## config.mk

```make
export PLATFORM = sky130hd
export DESIGN_NAME = encoder_velocity_accelerator
export DESIGN_NICKNAME = d
export VERILOG_FILES = /design/src/evacc_pkg.sv /design/src/evacc_speed.sv /design/src/evacc_position.sv /design/src/encoder_velocity_accelerator.sv
export SDC_FILE = /design/constraint.sdc
export NUM_CORES = 1
export LEC_CHECK = 0
export ABC_CLOCK_PERIOD_IN_PS = 27300
export BUFFER_PORTS_ARGS = -buffer_cell sky130_fd_sc_hd__buf_2
export CAP_MARGIN = 5
export CORE_UTILIZATION = 60
export CTS_BUF_LIST = sky130_fd_sc_hd__clkbuf_16
export CTS_CLUSTER_SIZE = 16
export DETAILED_ROUTE_END_ITERATION = 12
export MAX_ROUTING_LAYER = met4
export PLACE_DENSITY_LB_ADDON = 0.1
export SETUP_SLACK_MARGIN = 0.4
export SLEW_MARGIN = 20
export SYNTH_ARGS = -nofsm -noshare
export SYNTH_HDL_FRONTEND = slang
export SYNTH_SLANG_ARGS = --single-unit
```

## constraint.sdc

```tcl
create_clock -name clock -period 27.3 [get_ports clock]
set_input_delay 4.095 -clock clock [delete_from_list [all_inputs] [get_ports clock]]
set_output_delay 4.095 -clock clock [all_outputs]
set_load 0.02 [all_outputs]
```

## src/evacc_pkg.sv

```systemverilog
package evacc_pkg;

   localparam int DIR_W = 2;
   localparam int SPEED_W = 16;
   localparam int STEP_W = 3;
   localparam int LIMIT_W = 15;
   localparam int CFG_VALUE_W = 16;
   localparam int POS_OUT_W = 16;
   localparam int ID_W = 8;
   localparam int CSR_DATA_W = 16;
   localparam int CSR_INDEX_W = 3;
   localparam int ENTRY_W = 11;
   localparam int PROD_W = 13;

   typedef enum logic [CSR_INDEX_W-1:0] {
      CSR_ACCEL_ENABLE = 3'd0,
      CSR_VALUE_MIN    = 3'd1,
      CSR_VALUE_MAX    = 3'd2,
      CSR_STEP_LIMIT   = 3'd3,
      CSR_ENCODER_ID   = 3'd4
   } csr_index_type;

   localparam logic signed [DIR_W-1:0] DIR_NONE = 2'sb00;
   localparam logic signed [DIR_W-1:0] DIR_CW   = 2'sb01;
   localparam logic signed [DIR_W-1:0] DIR_CCW  = 2'sb11;

   localparam logic signed [SPEED_W-1:0] PLAIN_SPEED     = 16'sd1500;
   localparam logic signed [SPEED_W-1:0] PLAIN_SPEED_NEG = -16'sd1500;
   localparam logic signed [SPEED_W-1:0] SPEED_SAT       = 16'sd32767;
   localparam logic signed [SPEED_W-1:0] SPEED_SAT_NEG   = -16'sd32767;
   localparam logic signed [SPEED_W-1:0] DECAY_LEVEL     = 16'sd32;
   localparam logic signed [SPEED_W-1:0] DECAY_LEVEL_NEG = -16'sd32;

   localparam logic [STEP_W-1:0] LAST_STEP = 3'd4;

   localparam logic [CFG_VALUE_W-1:0] VALUE_MIN_RESET  = 16'd0;
   localparam logic [CFG_VALUE_W-1:0] VALUE_MAX_RESET  = 16'd65535;
   localparam logic [LIMIT_W-1:0]     STEP_LIMIT_RESET = 15'd16383;

   typedef struct packed {
      logic                      move;
      logic signed [SPEED_W-1:0] speed;
      logic [STEP_W-1:0]         accel_step;
      logic signed [DIR_W-1:0]   last_dir;
   } upd_type;

   // increment table, 16 times 1, 5, 30, 60, 120
   function automatic logic [ENTRY_W-1:0] inc_entry(input logic [STEP_W-1:0] idx);
      logic [ENTRY_W-1:0] e;
      unique case (idx)
         3'd0: e = 11'd16;
         3'd1: e = 11'd80;
         3'd2: e = 11'd480;
         3'd3: e = 11'd960;
         default: e = 11'd1920;
      endcase
      return e;
   endfunction

   // table entry times its own index
   function automatic logic [PROD_W-1:0] inc_product(input logic [STEP_W-1:0] idx);
      logic [PROD_W-1:0] p;
      unique case (idx)
         3'd0: p = 13'd0;
         3'd1: p = 13'd80;
         3'd2: p = 13'd960;
         3'd3: p = 13'd2880;
         default: p = 13'd7680;
      endcase
      return p;
   endfunction

   function automatic logic signed [SPEED_W-1:0] sat_speed(input logic signed [SPEED_W:0] v);
      logic signed [SPEED_W-1:0] r;
      if (v > $signed({SPEED_SAT[SPEED_W-1], SPEED_SAT})) begin
         r = SPEED_SAT;
      end else if (v < $signed({SPEED_SAT_NEG[SPEED_W-1], SPEED_SAT_NEG})) begin
         r = SPEED_SAT_NEG;
      end else begin
         r = v[SPEED_W-1:0];
      end
      return r;
   endfunction

endpackage

```

## src/evacc_speed.sv

```systemverilog
module evacc_speed (
   input  logic                                        accel_en,
   input  logic [evacc_pkg::DIR_W-1:0]                 turn_dir,
   input  logic signed [evacc_pkg::SPEED_W-1:0]        speed_cur,
   input  logic [evacc_pkg::STEP_W-1:0]                accel_step_cur,
   input  logic signed [evacc_pkg::DIR_W-1:0]          last_dir_cur,
   output evacc_pkg::upd_type                          upd
);

   logic signed [evacc_pkg::DIR_W-1:0]     dir;
   logic [evacc_pkg::STEP_W-1:0]           step_n;
   logic signed [evacc_pkg::SPEED_W:0]     speed_wide;
   logic signed [evacc_pkg::SPEED_W:0]     entry_wide;
   logic signed [evacc_pkg::SPEED_W:0]     prod_wide;
   logic signed [evacc_pkg::SPEED_W:0]     sum;

   // unused code 2 counts as counterclockwise
   always_comb begin
      unique case (turn_dir)
         2'b00:   dir = evacc_pkg::DIR_NONE;
         2'b01:   dir = evacc_pkg::DIR_CW;
         default: dir = evacc_pkg::DIR_CCW;
      endcase
   end

   always_comb begin
      speed_wide = $signed({speed_cur[evacc_pkg::SPEED_W-1], speed_cur});
      entry_wide = $signed({6'b0, evacc_pkg::inc_entry(accel_step_cur)});
      step_n = '0;
      if (last_dir_cur == dir) begin
         step_n = (accel_step_cur >= evacc_pkg::LAST_STEP) ? '0 : accel_step_cur + 3'd1;
      end
      prod_wide = $signed({4'b0, evacc_pkg::inc_product(step_n)});
      sum = speed_wide;

      upd.move       = 1'b0;
      upd.speed      = speed_cur;
      upd.accel_step = accel_step_cur;
      upd.last_dir   = last_dir_cur;

      if (!accel_en) begin
         if (dir != evacc_pkg::DIR_NONE) begin
            upd.move  = 1'b1;
            upd.speed = (dir == evacc_pkg::DIR_CW) ? evacc_pkg::PLAIN_SPEED
                                                   : evacc_pkg::PLAIN_SPEED_NEG;
         end
      end else if (dir == evacc_pkg::DIR_NONE) begin
         // idle tick: pull speed back toward zero
         if (speed_cur > evacc_pkg::DECAY_LEVEL) begin
            sum = speed_wide - entry_wide;
         end else if (speed_cur < evacc_pkg::DECAY_LEVEL_NEG) begin
            sum = speed_wide + entry_wide;
         end
         upd.speed = evacc_pkg::sat_speed(sum);
      end else begin
         sum = (dir == evacc_pkg::DIR_CW) ? speed_wide + prod_wide : speed_wide - prod_wide;
         upd.move       = 1'b1;
         upd.accel_step = step_n;
         upd.last_dir   = dir;
         upd.speed      = evacc_pkg::sat_speed(sum);
      end
   end

endmodule

```

## src/evacc_position.sv

```systemverilog
module evacc_position #(
   parameter int VALUE_BITS = 16
) (
   input  logic                                     move,
   input  logic signed [evacc_pkg::SPEED_W-1:0]     speed,
   input  logic [evacc_pkg::LIMIT_W-1:0]            step_limit,
   input  logic [evacc_pkg::CFG_VALUE_W-1:0]        value_min,
   input  logic [evacc_pkg::CFG_VALUE_W-1:0]        value_max,
   input  logic [VALUE_BITS-1:0]                    pos_cur,
   output logic [VALUE_BITS-1:0]                    pos_next,
   output logic [evacc_pkg::POS_OUT_W-1:0]          pos_out,
   output logic                                     changed
);

   localparam int CALC_W = ((VALUE_BITS > evacc_pkg::CFG_VALUE_W) ?
                            VALUE_BITS : evacc_pkg::CFG_VALUE_W) + 2;

   logic signed [evacc_pkg::SPEED_W:0] lim_pos;
   logic signed [evacc_pkg::SPEED_W:0] lim_neg;
   logic signed [evacc_pkg::SPEED_W:0] spd;
   logic signed [evacc_pkg::SPEED_W:0] stepv;
   logic signed [CALC_W-1:0]           nv_sum;
   logic signed [CALC_W-1:0]           nv_rng;
   logic signed [CALC_W-1:0]           nv_top;
   logic signed [CALC_W-1:0]           vmin;
   logic signed [CALC_W-1:0]           vmax;
   logic signed [CALC_W-1:0]           top;
   logic [CALC_W-1:0]                  pos_wide;

   always_comb begin
      lim_pos = $signed({2'b00, step_limit});
      lim_neg = -lim_pos;
      spd     = $signed({speed[evacc_pkg::SPEED_W-1], speed});
      if (spd > lim_pos) begin
         stepv = lim_pos;
      end else if (spd < lim_neg) begin
         stepv = lim_neg;
      end else begin
         stepv = spd;
      end

      vmin = $signed({{(CALC_W-evacc_pkg::CFG_VALUE_W){1'b0}}, value_min});
      vmax = $signed({{(CALC_W-evacc_pkg::CFG_VALUE_W){1'b0}}, value_max});
      top  = $signed({{(CALC_W-VALUE_BITS){1'b0}}, {VALUE_BITS{1'b1}}});

      nv_sum = $signed({{(CALC_W-VALUE_BITS){1'b0}}, pos_cur}) + CALC_W'(stepv);

      // with an inverted range a sum below the low bound takes it, any other sum the high bound
      if (nv_sum < vmin) begin
         nv_rng = vmin;
      end else if (nv_sum > vmax) begin
         nv_rng = vmax;
      end else begin
         nv_rng = nv_sum;
      end

      if (nv_rng > top) begin
         nv_top = top;
      end else if (nv_rng < $signed(CALC_W'(0))) begin
         nv_top = '0;
      end else begin
         nv_top = nv_rng;
      end

      pos_next = move ? nv_top[VALUE_BITS-1:0] : pos_cur;
      changed  = (pos_next != pos_cur);
      pos_wide = {{(CALC_W-VALUE_BITS){1'b0}}, pos_next};
      pos_out  = pos_wide[evacc_pkg::POS_OUT_W-1:0];
   end

endmodule

```

## src/encoder_velocity_accelerator.sv

```systemverilog
// Rotary encoder velocity accelerator.
// Input channel (req_): one detent word per transfer, req_turn_dir = +1 clockwise,
// -1 counterclockwise, 0 idle tick. Result channel (rsp_): one word per input word
// with rsp_changed, the new rsp_position and rsp_which_encoder.
// A word is taken when valid is high and stall is low on that channel.
// Control port (csr_): csr_we writes csr_wdata to the register at csr_index
// (0 accel enable, 1 value min, 2 value max, 3 step limit, 4 encoder id);
// write only while no word is in flight.
// A taken word lands in the input register, then moves on to the result register when
// that register is free or draining, and shows on rsp_ from there. Throughput: one word
// per cycle while rsp_stall is low; speed, table index, last direction and
// position update in the single stage between the two registers.
// When rsp_stall holds, the result register keeps its word; the input register
// still fills, and req_stall rises only when both registers are full.
// Synchronous reset clears both channels, the state (speed, index, direction,
// position = 0) and loads the register defaults (min 0, max 65535, limit 16383).
module encoder_velocity_accelerator #(
   parameter int VALUE_BITS = 16
) (
   input  logic                                      clock,
   input  logic                                      reset,
   input  logic                                      req_valid,
   output logic                                      req_stall,
   input  logic signed [evacc_pkg::DIR_W-1:0]        req_turn_dir,
   output logic                                      rsp_valid,
   input  logic                                      rsp_stall,
   output logic                                      rsp_changed,
   output logic [evacc_pkg::POS_OUT_W-1:0]           rsp_position,
   output logic [evacc_pkg::ID_W-1:0]                rsp_which_encoder,
   input  logic                                      csr_we,
   input  logic [evacc_pkg::CSR_INDEX_W-1:0]         csr_index,
   input  logic [evacc_pkg::CSR_DATA_W-1:0]          csr_wdata
);

   logic                                  accel_en_ff;
   logic [evacc_pkg::CFG_VALUE_W-1:0]     value_min_ff;
   logic [evacc_pkg::CFG_VALUE_W-1:0]     value_max_ff;
   logic [evacc_pkg::LIMIT_W-1:0]         step_limit_ff;
   logic [evacc_pkg::ID_W-1:0]            encoder_id_ff;

   logic                                  in_valid_ff;
   logic                                  in_valid_in;
   logic [evacc_pkg::DIR_W-1:0]           in_dir_ff;

   logic signed [evacc_pkg::SPEED_W-1:0]  speed_ff;
   logic [evacc_pkg::STEP_W-1:0]          accel_step_ff;
   logic signed [evacc_pkg::DIR_W-1:0]    last_dir_ff;
   logic [VALUE_BITS-1:0]                 position_ff;

   logic                                  rsp_valid_ff;
   logic                                  rsp_valid_in;
   logic                                  rsp_changed_ff;
   logic [evacc_pkg::POS_OUT_W-1:0]       rsp_position_ff;
   logic [evacc_pkg::ID_W-1:0]            rsp_which_ff;

   logic                                  advance;
   logic                                  accept;
   evacc_pkg::upd_type                    upd;
   logic [VALUE_BITS-1:0]                 pos_next;
   logic [evacc_pkg::POS_OUT_W-1:0]       pos_out;
   logic                                  pos_changed;

   evacc_speed u_speed (
      .accel_en       (accel_en_ff),
      .turn_dir       (in_dir_ff),
      .speed_cur      (speed_ff),
      .accel_step_cur (accel_step_ff),
      .last_dir_cur   (last_dir_ff),
      .upd            (upd)
   );

   evacc_position #(
      .VALUE_BITS (VALUE_BITS)
   ) u_position (
      .move       (upd.move),
      .speed      (upd.speed),
      .step_limit (step_limit_ff),
      .value_min  (value_min_ff),
      .value_max  (value_max_ff),
      .pos_cur    (position_ff),
      .pos_next   (pos_next),
      .pos_out    (pos_out),
      .changed    (pos_changed)
   );

   // the input word moves on when the result register is free or draining
   assign advance   = in_valid_ff && (!rsp_valid_ff || !rsp_stall);
   assign req_stall = in_valid_ff && !advance;
   assign accept    = req_valid && !req_stall;

   always_comb begin
      if (accept) begin
         in_valid_in = 1'b1;
      end else if (advance) begin
         in_valid_in = 1'b0;
      end else begin
         in_valid_in = in_valid_ff;
      end
      if (advance) begin
         rsp_valid_in = 1'b1;
      end else begin
         rsp_valid_in = rsp_valid_ff && rsp_stall;
      end
   end

   always_ff @(posedge clock) begin
      if (reset) begin
         accel_en_ff   <= 1'b0;
         value_min_ff  <= evacc_pkg::VALUE_MIN_RESET;
         value_max_ff  <= evacc_pkg::VALUE_MAX_RESET;
         step_limit_ff <= evacc_pkg::STEP_LIMIT_RESET;
         encoder_id_ff <= '0;
      end else if (csr_we) begin
         unique case (csr_index)
            evacc_pkg::CSR_ACCEL_ENABLE: accel_en_ff   <= csr_wdata[0];
            evacc_pkg::CSR_VALUE_MIN:    value_min_ff  <= csr_wdata[evacc_pkg::CFG_VALUE_W-1:0];
            evacc_pkg::CSR_VALUE_MAX:    value_max_ff  <= csr_wdata[evacc_pkg::CFG_VALUE_W-1:0];
            evacc_pkg::CSR_STEP_LIMIT:   step_limit_ff <= csr_wdata[evacc_pkg::LIMIT_W-1:0];
            evacc_pkg::CSR_ENCODER_ID:   encoder_id_ff <= csr_wdata[evacc_pkg::ID_W-1:0];
            default: ;
         endcase
      end
   end

   always_ff @(posedge clock) begin
      if (reset) begin
         in_valid_ff   <= 1'b0;
         rsp_valid_ff  <= 1'b0;
         speed_ff      <= '0;
         accel_step_ff <= '0;
         last_dir_ff   <= evacc_pkg::DIR_NONE;
         position_ff   <= '0;
      end else begin
         in_valid_ff  <= in_valid_in;
         rsp_valid_ff <= rsp_valid_in;
         if (advance) begin
            speed_ff      <= upd.speed;
            accel_step_ff <= upd.accel_step;
            last_dir_ff   <= upd.last_dir;
            position_ff   <= pos_next;
         end
      end
   end

   always_ff @(posedge clock) begin
      if (accept) begin
         in_dir_ff <= req_turn_dir;
      end
      if (advance) begin
         rsp_changed_ff  <= pos_changed;
         rsp_position_ff <= pos_out;
         rsp_which_ff    <= encoder_id_ff;
      end
   end

   assign rsp_valid         = rsp_valid_ff;
   assign rsp_changed       = rsp_changed_ff;
   assign rsp_position      = rsp_position_ff;
   assign rsp_which_encoder = rsp_which_ff;

   a_step_in_table: assert property (@(posedge clock) disable iff (reset)
      accel_step_ff <= evacc_pkg::LAST_STEP)
      else $error("acceleration index beyond table");

   a_speed_sat: assert property (@(posedge clock) disable iff (reset)
      speed_ff >= evacc_pkg::SPEED_SAT_NEG)
      else $error("speed below saturation bound");

   a_plain_idle: assert property (@(posedge clock) disable iff (reset)
      (advance && !accel_en_ff && in_dir_ff == evacc_pkg::DIR_NONE)
      |=> (rsp_valid && !rsp_changed))
      else $error("idle tick in plain mode moved the position");

   a_full_stalls: assert property (@(posedge clock) disable iff (reset)
      (rsp_valid && rsp_stall && in_valid_ff) |-> req_stall)
      else $error("input taken while both registers full");

endmodule

```

==> out/metrics.yaml <==
status: "finished, final reports clean"
totalWireLength_um: 35900
cp_max_fo: 18
powerDensity_nw_per_um2: 59.9
grt_pass1_vias: 9791
dp_cells: 1622
cp_slowest_cell: "a2111oi_0"
setup_viol: 0
die_h_um: 135
antenna_found_initial: 0
clkLatencyLatePin_ns: 0.44
postCtsResizedCells: 0
grt_pass1_wl_um: 55200
path_class: "flip-flop to flip-flop"
synth-edff-count: 27
num_rows: 48
final_util_pct: 67.1
post_cts_buffers: 0
power.total_uw: 698
leakage_nw: 4.90
yosysWarningCount: 0
insertedDiodeCount: 0
layout_min_cycle_time_ns: 13.19
dieArea_um2: 18300
ys_ff_latch: 122
overflow: 0
hold_end: "rsp_which_encoder[3]$_DFFE_PP_"
avgSynthCellArea_um2: 7.67
drv_cap: 0
r2r_slack_ns: 14.11
worst_hold_slack_ns: 0.433
cp.required_ns: 27.48
peakVddDrop_mv: 0.0468
ios: 53
crit_top_cell: "ha_1"
hold_path.class: "flip-flop to flip-flop"
hpwl_um: 27400
first_pass_iters: 5
slowest_delay_ns: 0.64
place_congestion: 1.04
drt_first_iter_violations: 1235
min_delay_path_depth: 0
relSlewSlack_pct: 33.7
synth.distinct_cells: 94
clock-sinks: 122
viasPerCell: 6.61
hp-start: "encoder_id_ff[3]$_SDFFE_PP0P_"
stdcell_count: 1654
drive_gt1_share_pct: 10.1
min_period_over_period_pct: 48.3
cts_root_buf: "clkbuf_16"
seq_area_frac_synth_pct: 25.4
clk_pin_slew_ns: 0.07
cts.path.max_buffers: 2
fmax_mhz: 75.8
cts_buffers: 17
end_kind: "flip-flop"
slew_violations: 0
tightest_slew_ns: 0.984
area_growth_pct: 9.09
hold_viol_final: 0
layout.nets: 1556
core_um2: 17400
drc_errors: 0
grt_max_degree: 61
drt.antenna.violating_nets: 0
wl_per_cell_um: 21.7
r2r-end: "rsp_changed$_DFFE_PP_"
initial_core_util_pct: 61.5
r2r_cells: 46
die_w_um: 135
ys_async_sr_fraction_pct: 0
syn-cell-area_um2: 10700
holdBufCountCts: 0
rsz0062_at_grt: "no"
skew_ns: 0.0101
synth_ff_type: "dfxtp_1"
grt_usage_pct: 41.0
syn_inst: 1392
cts_tree: "built"
cp_data_arrival_time_ns: 13.36
r2r-start: "in_dir_ff[1]$_DFFE_PP_"
fin_setup_tns_ns: 0
cp-start-kind: "flip-flop"
htreeDepth: 4
synth_fp_nets: 1532
dr_total_vias: 10900
io_buffer_count: 52
-- worst max-delay path, delay by kind of cell, from the launching register on --
| family | cells | cell delay (ns) |
|---|---|---|
| buf+inv | 3 | 0.35 |
| simple gates | 14 | 4.16 |
| flops | 1 | 0.57 |
| compound gates | 23 | 6.01 |
| fa+ha+maj | 4 | 1.30 |
| xor+xnor | 2 | 0.49 |
-- report_power, final --
part	internal [mW]	leakage (nW)	switching, mW	total (mW)
clock	0.121	0.275	0.104	0.225
sequential	0.196	1.03	0.0136	0.210
combinational	0.0945	3.60	0.168	0.263
-- through the flow --
step	setup slack [ns]	instance area, µm²
final	14.11	11600
after global routing	13.06	11600
after CTS	14.31	11600
after detailed placement	14.36	11100
after global placement	14.65	11100
after floorplan	16.29	10700
-- placed cells by master (no fill, tap or decap), drive strengths merged, types with 6 or more instances in the layout --
| cell | count |
|---|---|
| nand2 | 190 |
| a21oi | 121 |
| nor2 | 115 |
| inv | 114 |
| ha | 110 |
| o21ai | 107 |
| dfxtp | 95 |
| buf | 64 |
| o211ai | 42 |
| nor3 | 32 |
| edfxtp | 27 |
| xnor2 | 24 |
| nand3 | 23 |
| a211oi | 22 |
| o22ai | 20 |
| a21o | 18 |
| xor2 | 18 |
| o21a | 17 |
| clkbuf | 17 |
| nand2b | 15 |
| or3 | 15 |
| mux2i | 14 |
| a22oi | 13 |
| nand4 | 12 |
| nor4 | 12 |
| a31oi | 11 |
| and3 | 11 |
| nor2b | 9 |
| mux2 | 9 |
| a221oi | 8 |
| o221a | 7 |
| a221o | 6 |
| a211o | 6 |
| or2 | 6 |
| a21boi | 6 |
-- layout make-up --
| cell class | instances | area (µm²) |
|---|---|---|
| clock inverters | 15 | 150 |
| repair buffers | 64 | 350 |
| well taps | 225 | 282 |
| inverters | 105 | 397 |
| fillers | 1496 | 5710 |
| flip-flops and latches | 122 | 2710 |
| clock buffers | 17 | 425 |
| multi-input cells | 1106 | 7330 |
-- worst max path at each step --
stage	end	start	depth (start not counted)	slack (ns)
after CTS	rsp_changed$_DFFE_PP_	in_dir_ff[1]$_DFFE_PP_	49	14.31
final	rsp_changed$_DFFE_PP_	in_dir_ff[1]$_DFFE_PP_	46	14.11
after global routing	rsp_changed$_DFFE_PP_	in_dir_ff[1]$_DFFE_PP_	46	13.06
after global placement	rsp_changed$_DFFE_PP_	in_dir_ff[1]$_DFFE_PP_	49	14.65
after floorplan	rsp_changed$_DFFE_PP_	accel_step_ff[0]$_SDFFE_PP0P_	54	16.29
after detailed placement	rsp_changed$_DFFE_PP_	in_dir_ff[1]$_DFFE_PP_	48	14.36
-- layer usage --
layer | vias to the layer above | wire, µm | global-route usage [%]
li1 | 5145 | - | -
met1 | 5104 | 15400 | 53.7
met2 | 562 | 16000 | 62.3
met3 | 118 | 3120 | 7.30
met4 | 0 | 1430 | 16.2
met5 | - | 0 | -
-- cells in the mapped netlist, types with 14 or more instances --
master	instances	area share, %
nand2_1	190	6.7
a21oi_1	120	5.6
nor2_1	115	4.0
ha_1	110	13
inv_1	103	3.6
o21ai_0	97	4.5
dfxtp_1	95	18
clkbuf_1	49	1.7
o211ai_1	42	3.0
nor3_1	30	1.4
edfxtp_1	27	7.6
nand3_1	23	1.1
xnor2_1	23	1.9
a211oi_1	21	1.5
o22ai_1	19	1.1
a21o_1	18	1.3
xor2_1	18	1.5
o21a_1	17	1.2
nand2b_1	15	0.88
or3_1	14	0.82
-- logic make-up (layout without fill, tap and decap cells) --
group                      after synthesis  in the layout  synth area share, %
AOI/OAI and AO/OA                      464            464                 28.8
xor gates and xnor gates                42             42                 3.52
adders and majority gates              114            114                 13.6
buffers and inverters                  164            201                 6.00
DFF                                    122            122                 25.4
muxes                                   23             23                 2.50
and+or+nand+nor                        463            463                 20.1
-- flip-flops by register name (all words and copies together), names as in the netlist --
| name | cells |
|---|---|
| value_min_ff | 16 |
| last_dir_ff | 2 |
| rsp_changed | 1 |
| value_max_ff | 16 |
| position_ff | 16 |
| speed_ff | 16 |
| in_dir_ff | 2 |
| step_limit_ff | 15 |
| accel_step_ff | 3 |
| accel_en_ff | 1 |
| encoder_id_ff | 8 |
| rsp_which_encoder | 8 |
| rsp_position | 16 |
| in_valid_ff | 1 |
| rsp_valid | 1 |
No activity file was read; power rests on OpenSTA's default activity.
